**src/design/cld_pkg.sv**
```systemverilog
// cld_pkg: shared types, constants and the header key table for the content-length deframer
// no dependencies
package cld_pkg;

	localparam int LENGTH_BITS = 32;
	localparam int ACC_BITS = LENGTH_BITS + 4;
	localparam int KEY_LEN = 15;
	localparam int POS_BITS = $clog2(KEY_LEN + 1);

	localparam logic [7:0] CHAR_CR = 8'h0D;
	localparam logic [7:0] CHAR_TAB = 8'h09;
	localparam logic [7:0] CHAR_SPACE = 8'h20;
	localparam logic [7:0] CHAR_ZERO = 8'h30;
	localparam logic [7:0] CASE_OFFSET = 8'h20;

	typedef logic [LENGTH_BITS-1:0] length_t;
	typedef logic [ACC_BITS-1:0] acc_t;
	typedef logic [POS_BITS-1:0] pos_t;

	localparam length_t LEN_MAX = '1;

	typedef enum logic [1:0] {
		PH_LINE,
		PH_SKIP_LINE,
		PH_SKIP_BODY,
		PH_BODY
	} phase_t;

	typedef enum logic [2:0] {
		LS_EMPTY,
		LS_PREFIX,
		LS_OTHER,
		LS_BLANKS,
		LS_DIGITS,
		LS_DONE,
		LS_BAD
	} line_status_t;

	typedef enum logic [1:0] {
		KIND_BODY,
		KIND_EMPTY,
		KIND_EOS,
		KIND_ERROR
	} kind_t;

	typedef struct packed {
		logic valid;
		kind_t kind;
		logic [7:0] data;
		logic last;
	} result_t;

	function automatic logic [7:0] key_char(input pos_t pos);
		logic [7:0] c;
		case (pos)
			4'd0: c = "c";
			4'd1: c = "o";
			4'd2: c = "n";
			4'd3: c = "t";
			4'd4: c = "e";
			4'd5: c = "n";
			4'd6: c = "t";
			4'd7: c = "-";
			4'd8: c = "l";
			4'd9: c = "e";
			4'd10: c = "n";
			4'd11: c = "g";
			4'd12: c = "t";
			4'd13: c = "h";
			4'd14: c = ":";
			default: c = 8'h00;
		endcase
		return c;
	endfunction

endpackage

```
**src/design/cld_in_reg.sv**
```systemverilog
// cld_in_reg: input register stage holding one accepted request
// depends on nothing but the advance signal from the top level
module cld_in_reg (
	input  logic       clk,
	input  logic       arst_n,
	input  logic       data_valid,
	output logic       data_ready,
	input  logic [7:0] data_byte,
	input  logic       stream_end,
	input  logic       advance,
	output logic       valid_s1,
	output logic [7:0] byte_s1,
	output logic       end_s1
);

	assign data_ready = !valid_s1 || advance;

	always_ff @(posedge clk or negedge arst_n) begin
		if (!arst_n) begin
			valid_s1 <= 1'b0;
		end else if (data_ready) begin
			valid_s1 <= data_valid;
		end
	end

	always_ff @(posedge clk) begin
		if (data_ready && data_valid) begin
			byte_s1 <= data_byte;
			end_s1 <= stream_end;
		end
	end

endmodule

```
**src/design/cld_core.sv**
```systemverilog
// cld_core: framing state and the per-byte header parse and body count
// depends on cld_pkg
module cld_core (
	input  logic            clk,
	input  logic            arst_n,
	input  logic            fire,
	input  logic [7:0]      byte_in,
	input  logic            end_in,
	output cld_pkg::result_t res
);

	cld_pkg::phase_t phase_q, phase_d;
	cld_pkg::line_status_t ls_q, ls_d;
	cld_pkg::pos_t pos_q, pos_d;
	logic have_q, have_d;
	cld_pkg::length_t len_q, len_d;
	cld_pkg::length_t rem_q, rem_d;

	logic [7:0] lc;
	logic is_digit;
	logic [3:0] digit;
	cld_pkg::acc_t acc;

	always_comb begin
		lc = (byte_in inside {["A":"Z"]}) ? byte_in + cld_pkg::CASE_OFFSET : byte_in;
		is_digit = byte_in inside {["0":"9"]};
		digit = 4'(byte_in - cld_pkg::CHAR_ZERO);
		acc = (cld_pkg::acc_t'(len_q) << 3) + (cld_pkg::acc_t'(len_q) << 1)
			+ cld_pkg::acc_t'(digit);
	end

	always_comb begin
		phase_d = phase_q;
		ls_d = ls_q;
		pos_d = pos_q;
		have_d = have_q;
		len_d = len_q;
		rem_d = rem_q;
		res = '0;
		res.kind = cld_pkg::KIND_BODY;

		if (end_in) begin
			res.valid = 1'b1;
			res.kind = (phase_q == cld_pkg::PH_LINE &&
				(ls_q == cld_pkg::LS_BLANKS || ls_q == cld_pkg::LS_BAD)) ?
				cld_pkg::KIND_ERROR : cld_pkg::KIND_EOS;
			phase_d = cld_pkg::PH_LINE;
			ls_d = cld_pkg::LS_EMPTY;
			pos_d = '0;
			have_d = 1'b0;
			len_d = '0;
			rem_d = '0;
		end else begin
			case (phase_q)
				cld_pkg::PH_BODY: begin
					res.valid = 1'b1;
					res.data = byte_in;
					res.last = (rem_q <= cld_pkg::length_t'(1));
					if (res.last) begin
						phase_d = cld_pkg::PH_LINE;
						ls_d = cld_pkg::LS_EMPTY;
						pos_d = '0;
						have_d = 1'b0;
						len_d = '0;
						rem_d = '0;
					end else begin
						rem_d = rem_q - cld_pkg::length_t'(1);
					end
				end
				cld_pkg::PH_SKIP_LINE: begin
					phase_d = cld_pkg::PH_LINE;
				end
				cld_pkg::PH_SKIP_BODY: begin
					phase_d = cld_pkg::PH_BODY;
				end
				default: begin
					if (byte_in == cld_pkg::CHAR_CR) begin
						phase_d = cld_pkg::PH_SKIP_LINE;
						if (ls_q == cld_pkg::LS_EMPTY) begin
							if (!have_q || len_q == '0) begin
								res.valid = 1'b1;
								res.kind = have_q ? cld_pkg::KIND_EMPTY : cld_pkg::KIND_ERROR;
								pos_d = '0;
								have_d = 1'b0;
								len_d = '0;
								rem_d = '0;
							end else begin
								rem_d = len_q;
								pos_d = '0;
								phase_d = cld_pkg::PH_SKIP_BODY;
							end
						end else if (ls_q == cld_pkg::LS_BLANKS || ls_q == cld_pkg::LS_BAD) begin
							res.valid = 1'b1;
							res.kind = cld_pkg::KIND_ERROR;
							ls_d = cld_pkg::LS_EMPTY;
							pos_d = '0;
							have_d = 1'b0;
							len_d = '0;
							rem_d = '0;
						end else begin
							ls_d = cld_pkg::LS_EMPTY;
							pos_d = '0;
						end
					end else begin
						case (ls_q)
							cld_pkg::LS_EMPTY, cld_pkg::LS_PREFIX: begin
								if (ls_q == cld_pkg::LS_EMPTY) begin
									pos_d = '0;
								end
								if (lc == cld_pkg::key_char(ls_q == cld_pkg::LS_EMPTY ?
									'0 : pos_q)) begin
									pos_d = (ls_q == cld_pkg::LS_EMPTY) ?
										cld_pkg::pos_t'(1) : pos_q + cld_pkg::pos_t'(1);
									ls_d = (pos_d == cld_pkg::pos_t'(cld_pkg::KEY_LEN)) ?
										cld_pkg::LS_BLANKS : cld_pkg::LS_PREFIX;
								end else begin
									ls_d = cld_pkg::LS_OTHER;
								end
							end
							cld_pkg::LS_BLANKS: begin
								if (byte_in == cld_pkg::CHAR_SPACE || byte_in == cld_pkg::CHAR_TAB) begin
									ls_d = cld_pkg::LS_BLANKS;
								end else if (is_digit) begin
									ls_d = cld_pkg::LS_DIGITS;
									have_d = 1'b1;
									len_d = cld_pkg::length_t'(digit);
								end else begin
									ls_d = cld_pkg::LS_BAD;
								end
							end
							cld_pkg::LS_DIGITS: begin
								if (is_digit) begin
									len_d = (acc[cld_pkg::ACC_BITS-1:cld_pkg::LENGTH_BITS] != '0) ?
										cld_pkg::LEN_MAX : acc[cld_pkg::LENGTH_BITS-1:0];
								end else begin
									ls_d = cld_pkg::LS_DONE;
								end
							end
							default: begin
								ls_d = ls_q;
							end
						endcase
					end
				end
			endcase
		end
	end

	always_ff @(posedge clk or negedge arst_n) begin
		if (!arst_n) begin
			phase_q <= cld_pkg::PH_LINE;
			ls_q <= cld_pkg::LS_EMPTY;
			pos_q <= '0;
			have_q <= 1'b0;
			len_q <= '0;
			rem_q <= '0;
		end else if (fire) begin
			phase_q <= phase_d;
			ls_q <= ls_d;
			pos_q <= pos_d;
			have_q <= have_d;
			len_q <= len_d;
			rem_q <= rem_d;
		end
	end

endmodule

```
**src/design/cld_out_reg.sv**
```systemverilog
// cld_out_reg: result register that holds one result until the receiver takes it
// depends on cld_pkg
module cld_out_reg (
	input  logic             clk,
	input  logic             arst_n,
	input  logic             load,
	input  cld_pkg::result_t res,
	output logic             result_valid,
	input  logic             result_ready,
	output logic [1:0]       kind,
	output logic [7:0]       body_byte,
	output logic             body_last
);

	always_ff @(posedge clk or negedge arst_n) begin
		if (!arst_n) begin
			result_valid <= 1'b0;
		end else if (load) begin
			result_valid <= 1'b1;
		end else if (result_ready) begin
			result_valid <= 1'b0;
		end
	end

	always_ff @(posedge clk) begin
		if (load) begin
			kind <= res.kind;
			body_byte <= res.data;
			body_last <= res.last;
		end
	end

endmodule

```
**src/design/content_length_deframer.sv**
```systemverilog
// content_length_deframer: top level joining input register, framing core and result register
// depends on cld_pkg, cld_in_reg, cld_core, cld_out_reg
//
// usage:
//   data channel (data_valid/data_ready) carries one stream byte or an end-of-stream
//   mark per request; result channel (result_valid/result_ready) carries kind,
//   body_byte and body_last
//   header lines end at CR, the byte after each CR is dropped, a content-length
//   line sets the body size, a blank line starts the body
//   body bytes come out one per input byte, the last one flagged
//   errors, empty bodies and end of stream give a single result each
//   a result is registered in the result register when its request leaves the input register
//   throughput: one request per cycle unless a stalled result holds it up, set by the
//   state update in the core between the input and result registers
//   requests that give no result pass through even while the result is stalled
//   a stalled receiver holds the result; a request that gives a result waits,
//   and data_ready drops once the input register is also full
//   reset clears the valid flags of both registers and returns the parser to the
//   start of a header line with no length seen
module content_length_deframer (
	input  logic       clk,
	input  logic       arst_n,
	input  logic       data_valid,
	output logic       data_ready,
	input  logic [7:0] data_byte,
	input  logic       stream_end,
	output logic       result_valid,
	input  logic       result_ready,
	output logic [1:0] kind,
	output logic [7:0] body_byte,
	output logic       body_last
);

	logic valid_s1;
	logic [7:0] byte_s1;
	logic end_s1;
	logic advance;
	cld_pkg::result_t res;

	assign advance = valid_s1 && (!res.valid || !result_valid || result_ready);

	cld_in_reg u_in (
		.clk        (clk),
		.arst_n     (arst_n),
		.data_valid (data_valid),
		.data_ready (data_ready),
		.data_byte  (data_byte),
		.stream_end (stream_end),
		.advance    (advance),
		.valid_s1   (valid_s1),
		.byte_s1    (byte_s1),
		.end_s1     (end_s1)
	);

	cld_core u_core (
		.clk     (clk),
		.arst_n  (arst_n),
		.fire    (advance),
		.byte_in (byte_s1),
		.end_in  (end_s1),
		.res     (res)
	);

	cld_out_reg u_out (
		.clk          (clk),
		.arst_n       (arst_n),
		.load         (advance && res.valid),
		.res          (res),
		.result_valid (result_valid),
		.result_ready (result_ready),
		.kind         (kind),
		.body_byte    (body_byte),
		.body_last    (body_last)
	);

endmodule

```
**config.mk**
```make
export PLATFORM = sky130hd
export DESIGN_NAME = content_length_deframer
export DESIGN_NICKNAME = d
export VERILOG_FILES = /design/src/design/cld_pkg.sv /design/src/design/cld_in_reg.sv /design/src/design/cld_core.sv /design/src/design/cld_out_reg.sv /design/src/design/content_length_deframer.sv
export SDC_FILE = /design/constraint.sdc
export NUM_CORES = 1
export LEC_CHECK = 0
export BUFFER_PORTS_ARGS = -buffer_cell sky130_fd_sc_hd__buf_2
export CELL_PAD_IN_SITES_DETAIL_PLACEMENT = 1
export CELL_PAD_IN_SITES_GLOBAL_PLACEMENT = 1
export CORE_UTILIZATION = 49
export DETAILED_ROUTE_END_ITERATION = 8
export PLACE_DENSITY = 0.81
export SLEW_MARGIN = 20
export SYNTH_ARGS = -nofsm -noshare
export SYNTH_HDL_FRONTEND = slang
export SYNTH_SLANG_ARGS = --single-unit
export TNS_END_PERCENT = 100
```
**constraint.sdc**
```tcl
create_clock -name clk -period 5.26 [get_ports clk]
set_input_delay 0.526 -clock clk [delete_from_list [all_inputs] [get_ports clk]]
set_output_delay 0.526 -clock clk [all_outputs]
set_load 0.01 [all_outputs]
```
=== After elaboration in Yosys (flattened, before gate mapping) ===
Memory sizes are Yosys's and may differ from the RTL's.
Index checks and enable logic that the tools add are counted.

* Memories: 1
* Register bits after elaboration: 96
* Output and inout bits: 13
* Input port bits: 13
* Memory bits (read-only): 112

* Equality and inequality tests: 22
* Bitwise gates (word level): 1
* Mux-type cells: 67
* Magnitude comparators: 5
* Reductions and logical operators: 39
* $add $sub $neg: 6

{| class="wikitable"
|+ Memory list
! memory !! depth !! bits a word !! rd ports !! clocked after memory_dff !! wr ports !! line !! source
|-
| (no name shown) || 16 || 7 || 1 || 0 || 0 || cld_pkg.sv:55 || <nowiki>case (pos)</nowiki>
|}

{| class="wikitable"
|+ Operators by type and width
! kind !! count
|-
| $mux 32 || 13
|-
| $pmux 32 s2 || 3
|-
| $mux 8 || 5
|-
| $add 35x33->36 || 1
|-
| $add 36x4->36 || 1
|-
| $mux 3 || 12
|-
| $le 32x1->1 const B || 1
|-
| $logic_not 32->1 || 1
|-
| $sub 32x1->32 const B || 1
|-
| $mux 4 || 7
|-
| $reduce_bool 4->1 || 5
|-
| $mux 2 || 9
|-
| $eq 8x4->1 const B || 2
|-
| $reduce_and 8->1 || 2
|-
| $ne 5x5->1 const B || 3
|-
| $mux 1 || 12
|-
| $ne 5x4->1 const B || 2
|-
| $reduce_bool 5->1 || 2
|-
| $pmux 3 s3 || 1
|-
| $add 8x6->8 const B || 1
|-
| $eq 8x6->1 const B || 1
|-
| $eq 8x8->1 || 1
|-
| $ge 8x6->1 const B || 1
|-
| $ge 8x7->1 const B || 1
|-
| other kinds (33) || 52
|}

=== Longest topological paths before layout ===
* Word-level depth: 13
* Depth in mapped cells: 14
* Gate-level depth less buffers: 13

=== Cells and area by module ===
From an unflattened synthesis, not the netlist that was laid out.

* Cell total of the unflattened synthesis: 881
* Area total of the unflattened synthesis: 7,787.5 µm²

{| class="wikitable"
|+ By module, submodules not included
! module !! area an instance (µm²) !! cells each !! times used
|-
| cld_core || 7,064.3 || 850 || 1
|-
| cld_out_reg || 366.6 || 14 || 1
|-
| cld_in_reg || 324.1 || 13 || 1
|-
| content_length_deframer || 32.5 || 4 || 1
|}

=== Worst setup path after synthesis ===
Ideal clock, no wire load.

* Path kind: register to register
* From: register u_in.byte_s1[3]
* To: register u_core.len_q[31]
* Clock period less this slack: 3.647 ns
* Stages on the path, launching flop included: 14
* Path slack: 1.613 ns
* Arrival: 3.526 ns
* Path through: edfxtp_1 fa_1 inv_1 fa_1 nand2b_1 a21oi_1 o21ai_0 o21ai_0 a21oi_1 xnor2_1 o31ai_1 clkbuf_1 o211ai_1 a22o_1

* Word-level cells in the longest chain between the ends: 9
* Elaborated cells between the ends (all ways): 29
* Those cells by class: add/sub (2); order compare (2); eq/ne (7); mux (9); reduce/logical (9)

{| class="wikitable"
|+ Ends and longest elaborated chain
! item !! line !! source
|-
| start, declared || cld_in_reg.sv:12 || <nowiki>output logic [7:0] byte_s1,</nowiki>
|-
| start signal, assigned || cld_in_reg.sv:28 || <nowiki>byte_s1 <= data_byte;</nowiki>
|-
| $sub 4x1->4 / $eq 8x4->1 (equally long branches) || cld_core.sv:27, cld_core.sv:77 ||
|-
| $add 36x4->36 / $mux 3 (equally long branches) || cld_core.sv:29, cld_core.sv:77 ||
|-
| $reduce_bool 4->1 / $pmux 1 s2 (equally long branches) || cld_core.sv:133, cld_core.sv:54 ||
|-
| $mux 32 / $mux 3 (equally long branches) || cld_core.sv:133, cld_core.sv:42 ||
|-
| $mux 32 / $logic_not 1->1 (equally long branches) || cld_core.sv:132, content_length_deframer.sv:40 ||
|-
| $pmux 32 s2 / $logic_or 1x1->1 (equally long branches) || cld_core.sv:105, content_length_deframer.sv:40 ||
|-
| $mux 32 / $logic_or 1x1->1 (equally long branches) || cld_core.sv:77, content_length_deframer.sv:40 ||
|-
| $pmux 32 s2 / $logic_and 1x1->1 (equally long branches) || cld_core.sv:54, content_length_deframer.sv:40 ||
|-
| $mux 32 / $reduce_and 8->1 (equally long branches) || -- ||
|-
| end signal, assigned || cld_core.sv:162 || <nowiki>len_q <= len_d;</nowiki>
|-
| end, declared || cld_core.sv:16 || <nowiki>cld_pkg::length_t len_q, len_d;</nowiki>
|}

Parallel ways exist; a longest one is shown, timed or not. The select of a mux whose other input is x is not followed.
A chain may end at the register's enable or synchronous reset.

=== Worst setup path after layout ===
* From: register u_in.byte_s1[3]
* To: register u_core.len_q[28]

The elaborated chain is that of the path after synthesis.

==> impl_results.rst <==
.. list-table::
   :header-rows: 1

   * - Metric
     - Value
   * - Number of H-tree branching levels
     - 3
   * - Maximum number of pins on one net before global-route repair
     - 77
   * - Number of different library cells in the post-synthesis netlist
     - 71
   * - Height of the chip
     - 128 um
   * - Yosys warning total
     - 0
   * - Netlist Area Pre-Place
     - between 7000 and 8000 sq um
   * - Syn Nets
     - 999
   * - Worst path max stage delay
     - 630 ps
   * - Max-cap violation count
     - 0
   * - Critical path data arrival time
     - approximately 4400 ps
   * - Post-layout net count
     - about 1000
   * - RR Endpoint
     - u_core.len_q[28]$_DFFE_PN0P_
   * - Detailed-placement wirelength estimate
     - around 19000 um
   * - Layout filler cell count
     - 1867
   * - Total length of routed wires
     - ~25000 um
   * - Unrepaired setup endpoints after global routing
     - false
   * - Launch point of the worst path
     - u_in.byte_s1[3]$_DFFE_PP_
   * - Worst R2R Path Depth
     - 13
   * - Clock transition at the registers of the reported paths
     - 70 ps
   * - Inserted Clock Buffers
     - 9
   * - Worst slew pin tran
     - 1060 ps
   * - Effective utilization at floorplan
     - 0.505
   * - # rows
     - 45
   * - Net switching component of the power
     - 0.00158 W
   * - Launch point of the worst reg-to-reg path
     - u_in.byte_s1[3]$_DFFE_PP_
   * - Number of antenna violations at the first check in global routing
     - 0
   * - IO Pins
     - 26
   * - Required arrival time at the worst endpoint
     - about 5500 ps
   * - Gpl congestion
     - around 0.92
   * - Kind of critical path
     - reg -> reg
   * - Fin Clk Skew
     - 8.56 ps
   * - Fin crit period
     - 4210 ps
   * - Most used DFF post-synth
     - dfrtp_1
   * - Leak
     - 3.57 nW
   * - Headroom to the max-slew limit
     - 0.292
   * - Sequential group share of total power
     - 0.338
   * - Total inserted antenna cells
     - 0
   * - Synth async-reset ratio
     - 0.792
   * - Final Max Slew Viols
     - 0
   * - Final period utilization
     - 0.800
   * - Worst reg-to-reg setup slack
     - 1050 ps
   * - Total routing usage reported by global routing
     - 0.317
   * - Synth cell count leaders
     - o21ai_0 (106), a21oi_1 (81), dfrtp_1 (76), ha_1 (76), nor2_1 (75)
   * - Clock Sink Count
     - 96
   * - Post-synthesis sequential area ratio
     - 0.323
   * - Post-CTS Resized
     - 0
   * - Critical-path maximum fanout
     - 14
   * - Combinational share of power
     - 0.481
   * - Final hold vios
     - 0
   * - Critical Path Start Type
     - flop
   * - Number of global-route vias before repair
     - 7405
   * - Seq cells post-synth
     - 96
   * - Global-route wire length before repair
     - 40500 um
   * - Setup TNS
     - 0 ps
   * - Fraction of synthesized cell area taken by the top area cell type
     - 0.246
   * - Finished Cell Area
     - 8250 sq um
   * - Pwr/cell area
     - 413 nW/um^2
   * - Cell with the largest stage delay on the worst path
     - fa_1
   * - Floorplan core area
     - 15300 sq um
   * - Fmax
     - about 240 MHz
   * - Worst min-delay path category
     - in -> async
   * - Antenna-violating nets left
     - 0
   * - Vias per inst
     - 6.52
   * - Cell type contributing the most total cell area after synthesis
     - dfrtp_1
   * - Root buffer cell
     - clkbuf_16
   * - Run status
     - finished, final reports clean
   * - Crit-path cells
     - fa_1 > inv_1 > fa_1 > nand2b_1 > a21oi_1 > o21ai_0 > o21ai_0 > a21oi_1 > xnor2_1 > o31ai_1 > buf_4 > nand3_2 > o31a_1
   * - Largest cells by area after synthesis
     - dfrtp_1 (25%), ha_1 (12%), edfxtp_1 (7.8%), o21ai_0 (6.9%), a21oi_1 (5.2%)
   * - DRC marker count from the first detailed-route iteration
     - 555
   * - Number of failing setup endpoints in the final timing report
     - 0
   * - Pre-antenna DRT Iters
     - 5
   * - Mean Syn Cell Area
     - 8.52 sq um
   * - Switching Fraction
     - 0.464
   * - Hold bufs inserted after CTS
     - 0
   * - Post-detailed-route DRC marker count
     - 0
   * - Die Area
     - approximately 16000 sq um
   * - Minimum hold slack
     - between 300 and 400 ps
   * - Number of flops mapped to enable cells by yosys
     - 20
   * - Grt total ovfl
     - 0
   * - Internal cell power
     - 0.00183 W
   * - Synthesized instance count
     - between 900 and 1000
   * - Fraction of layout instances using a drive strength above 1
     - 0.0836
   * - Signed area change from the synthesized netlist to the final layout
     - 6.66%
   * - Clock Latency Late Sink
     - 360 ps
   * - CTS Buffer Depth
     - 2
   * - Overall die width
     - 128 um
   * - CP endpoint kind
     - flop
   * - Clock tree from TritonCTS
     - built
   * - Number of setup buffers added after CTS
     - 0
   * - Power share of the clock group
     - 0.182
   * - Routed wire per std cell
     - 22.1 um
   * - Dpl cell area
     - 7980 sq um
   * - Maximum vdd drop
     - 198 uV
   * - Count of input and output buffers
     - 25
   * - Count leader, synth
     - o21ai_0
   * - Via Count
     - 7302
worst max path at each step:
stage,to,slack [ps],cells after the start
after floorplan,u_core.len_q[31]$_DFFE_PN0P_,1610,13
after global placement,u_core.len_q[28]$_DFFE_PN0P_,1270,13
after detailed placement,u_core.len_q[28]$_DFFE_PN0P_,1100,13
after CTS,u_core.len_q[28]$_DFFE_PN0P_,1060,13
after global routing,u_core.len_q[27]$_DFFE_PN0P_,660,12
final,u_core.len_q[28]$_DFFE_PN0P_,1050,13
critical path: cells and delay by family, from the launching register on:
family | cells | cell delay [ps]
fa+ha+maj | 2 | 1090
xor+xnor | 1 | 160
simple gates | 2 | 440
buf+inv | 2 | 320
compound gates | 6 | 1500
flops | 1 | 550
registers in the layout, indices dropped and copies added (netlist names), 2 cells and up:
name and count:
u_core.pos_q 4, u_core.rem_q 32, u_out.body_byte 8, u_core.ls_q 3, u_in.byte_s1 8, u_core.len_q 32
u_core.phase_q 2, u_out.kind 2
cell type report:
cell class                 count  area (sq um)  share of cell area
clock buffer                   9           225              0.0273
clock inverter                 7          47.5             0.00576
inverter                      26          97.6              0.0118
multi-input combinational    742          4960               0.601
sequential                    96          2500               0.303
tap                          211           264              0.0320
timing repair buffer          29           158              0.0191
cell families (layout without fill, tap and decap cells):
kind of cell             after synthesis  after routing  synth area share
AO/OA/AOI/OAI                        326            326             0.269
adder cells (fa/ha/maj)               78             78             0.128
flip-flops                            96             96             0.323
XOR/XNOR                              36             36            0.0408
buffers and inverters                 70             71            0.0372
AND/OR/NAND/NOR                      297            297             0.195
multiplexers                           5              5           0.00679
power by group through the flow:
stage / Clock (W) / Combinational (W) / Sequential [W]
6_report: 0.000618 / 0.00164 / 0.00115
3_5_place_dp: 0 / 0.00160 / 0.00115
5_1_grt: 0.000647 / 0.00181 / 0.00116
2_1_floorplan: 0 / 0.00120 / 0.00103
4_1_cts: 0.000620 / 0.00162 / 0.00114
3_3_place_gp: 0 / 0.00151 / 0.00114
stage by stage:
stage / worst slack [ps] / std cells / util / total power (W)
global placement: 1270 / 1104 / 0.521 / 0.00265
global route: 660 / 1120 / 0.539 / 0.00362
detailed placement: 1100 / 1104 / 0.521 / 0.00275
finish: 1050 / 1120 / 0.539 / 0.00340
floorplan: 1610 / 908 / - / 0.00223
CTS: 1060 / 1120 / 0.539 / 0.00338
layer usage:
metal  wire length, um  track usage  vias to the layer above
met5                 0            0                        -
met4               339       0.0782                        0
met3               763       0.0230                       26
met2             11500        0.521                      158
met1             12100        0.454                     3709
li1                  -            -                     3409
cells in the final DEF, fill, tap and decap left out, types with 4 or more instances in the layout:
| master | instances |
|---|---|
| o21a_1 | 7 |
| xnor2_1 | 16 |
| o31ai_1 | 5 |
| clkbuf_16 | 9 |
| nor4_1 | 14 |
| a22o_1 | 13 |
| nand2_1 | 66 |
| xor2_1 | 20 |
| edfxtp_1 | 20 |
| buf_4 | 5 |
| nor2_1 | 75 |
| nor3b_1 | 9 |
| ha_1 | 76 |
| o211ai_1 | 15 |
| a21o_1 | 12 |
| or2_2 | 4 |
| o21ai_0 | 106 |
| buf_2 | 24 |
| and2_1 | 15 |
| or3_1 | 7 |
| a211oi_1 | 7 |
| nand4_1 | 12 |
| nor2b_1 | 6 |
| nor3_1 | 31 |
| nand3_1 | 17 |
| a21oi_1 | 81 |
| a31oi_1 | 9 |
| nand3b_1 | 4 |
| o221a_2 | 11 |
| inv_1 | 26 |
| o21bai_1 | 4 |
| and3_1 | 13 |
| nand2b_1 | 9 |
| a22oi_1 | 22 |
| dfrtp_1 | 76 |
Power figures use the tool's default switching activity.
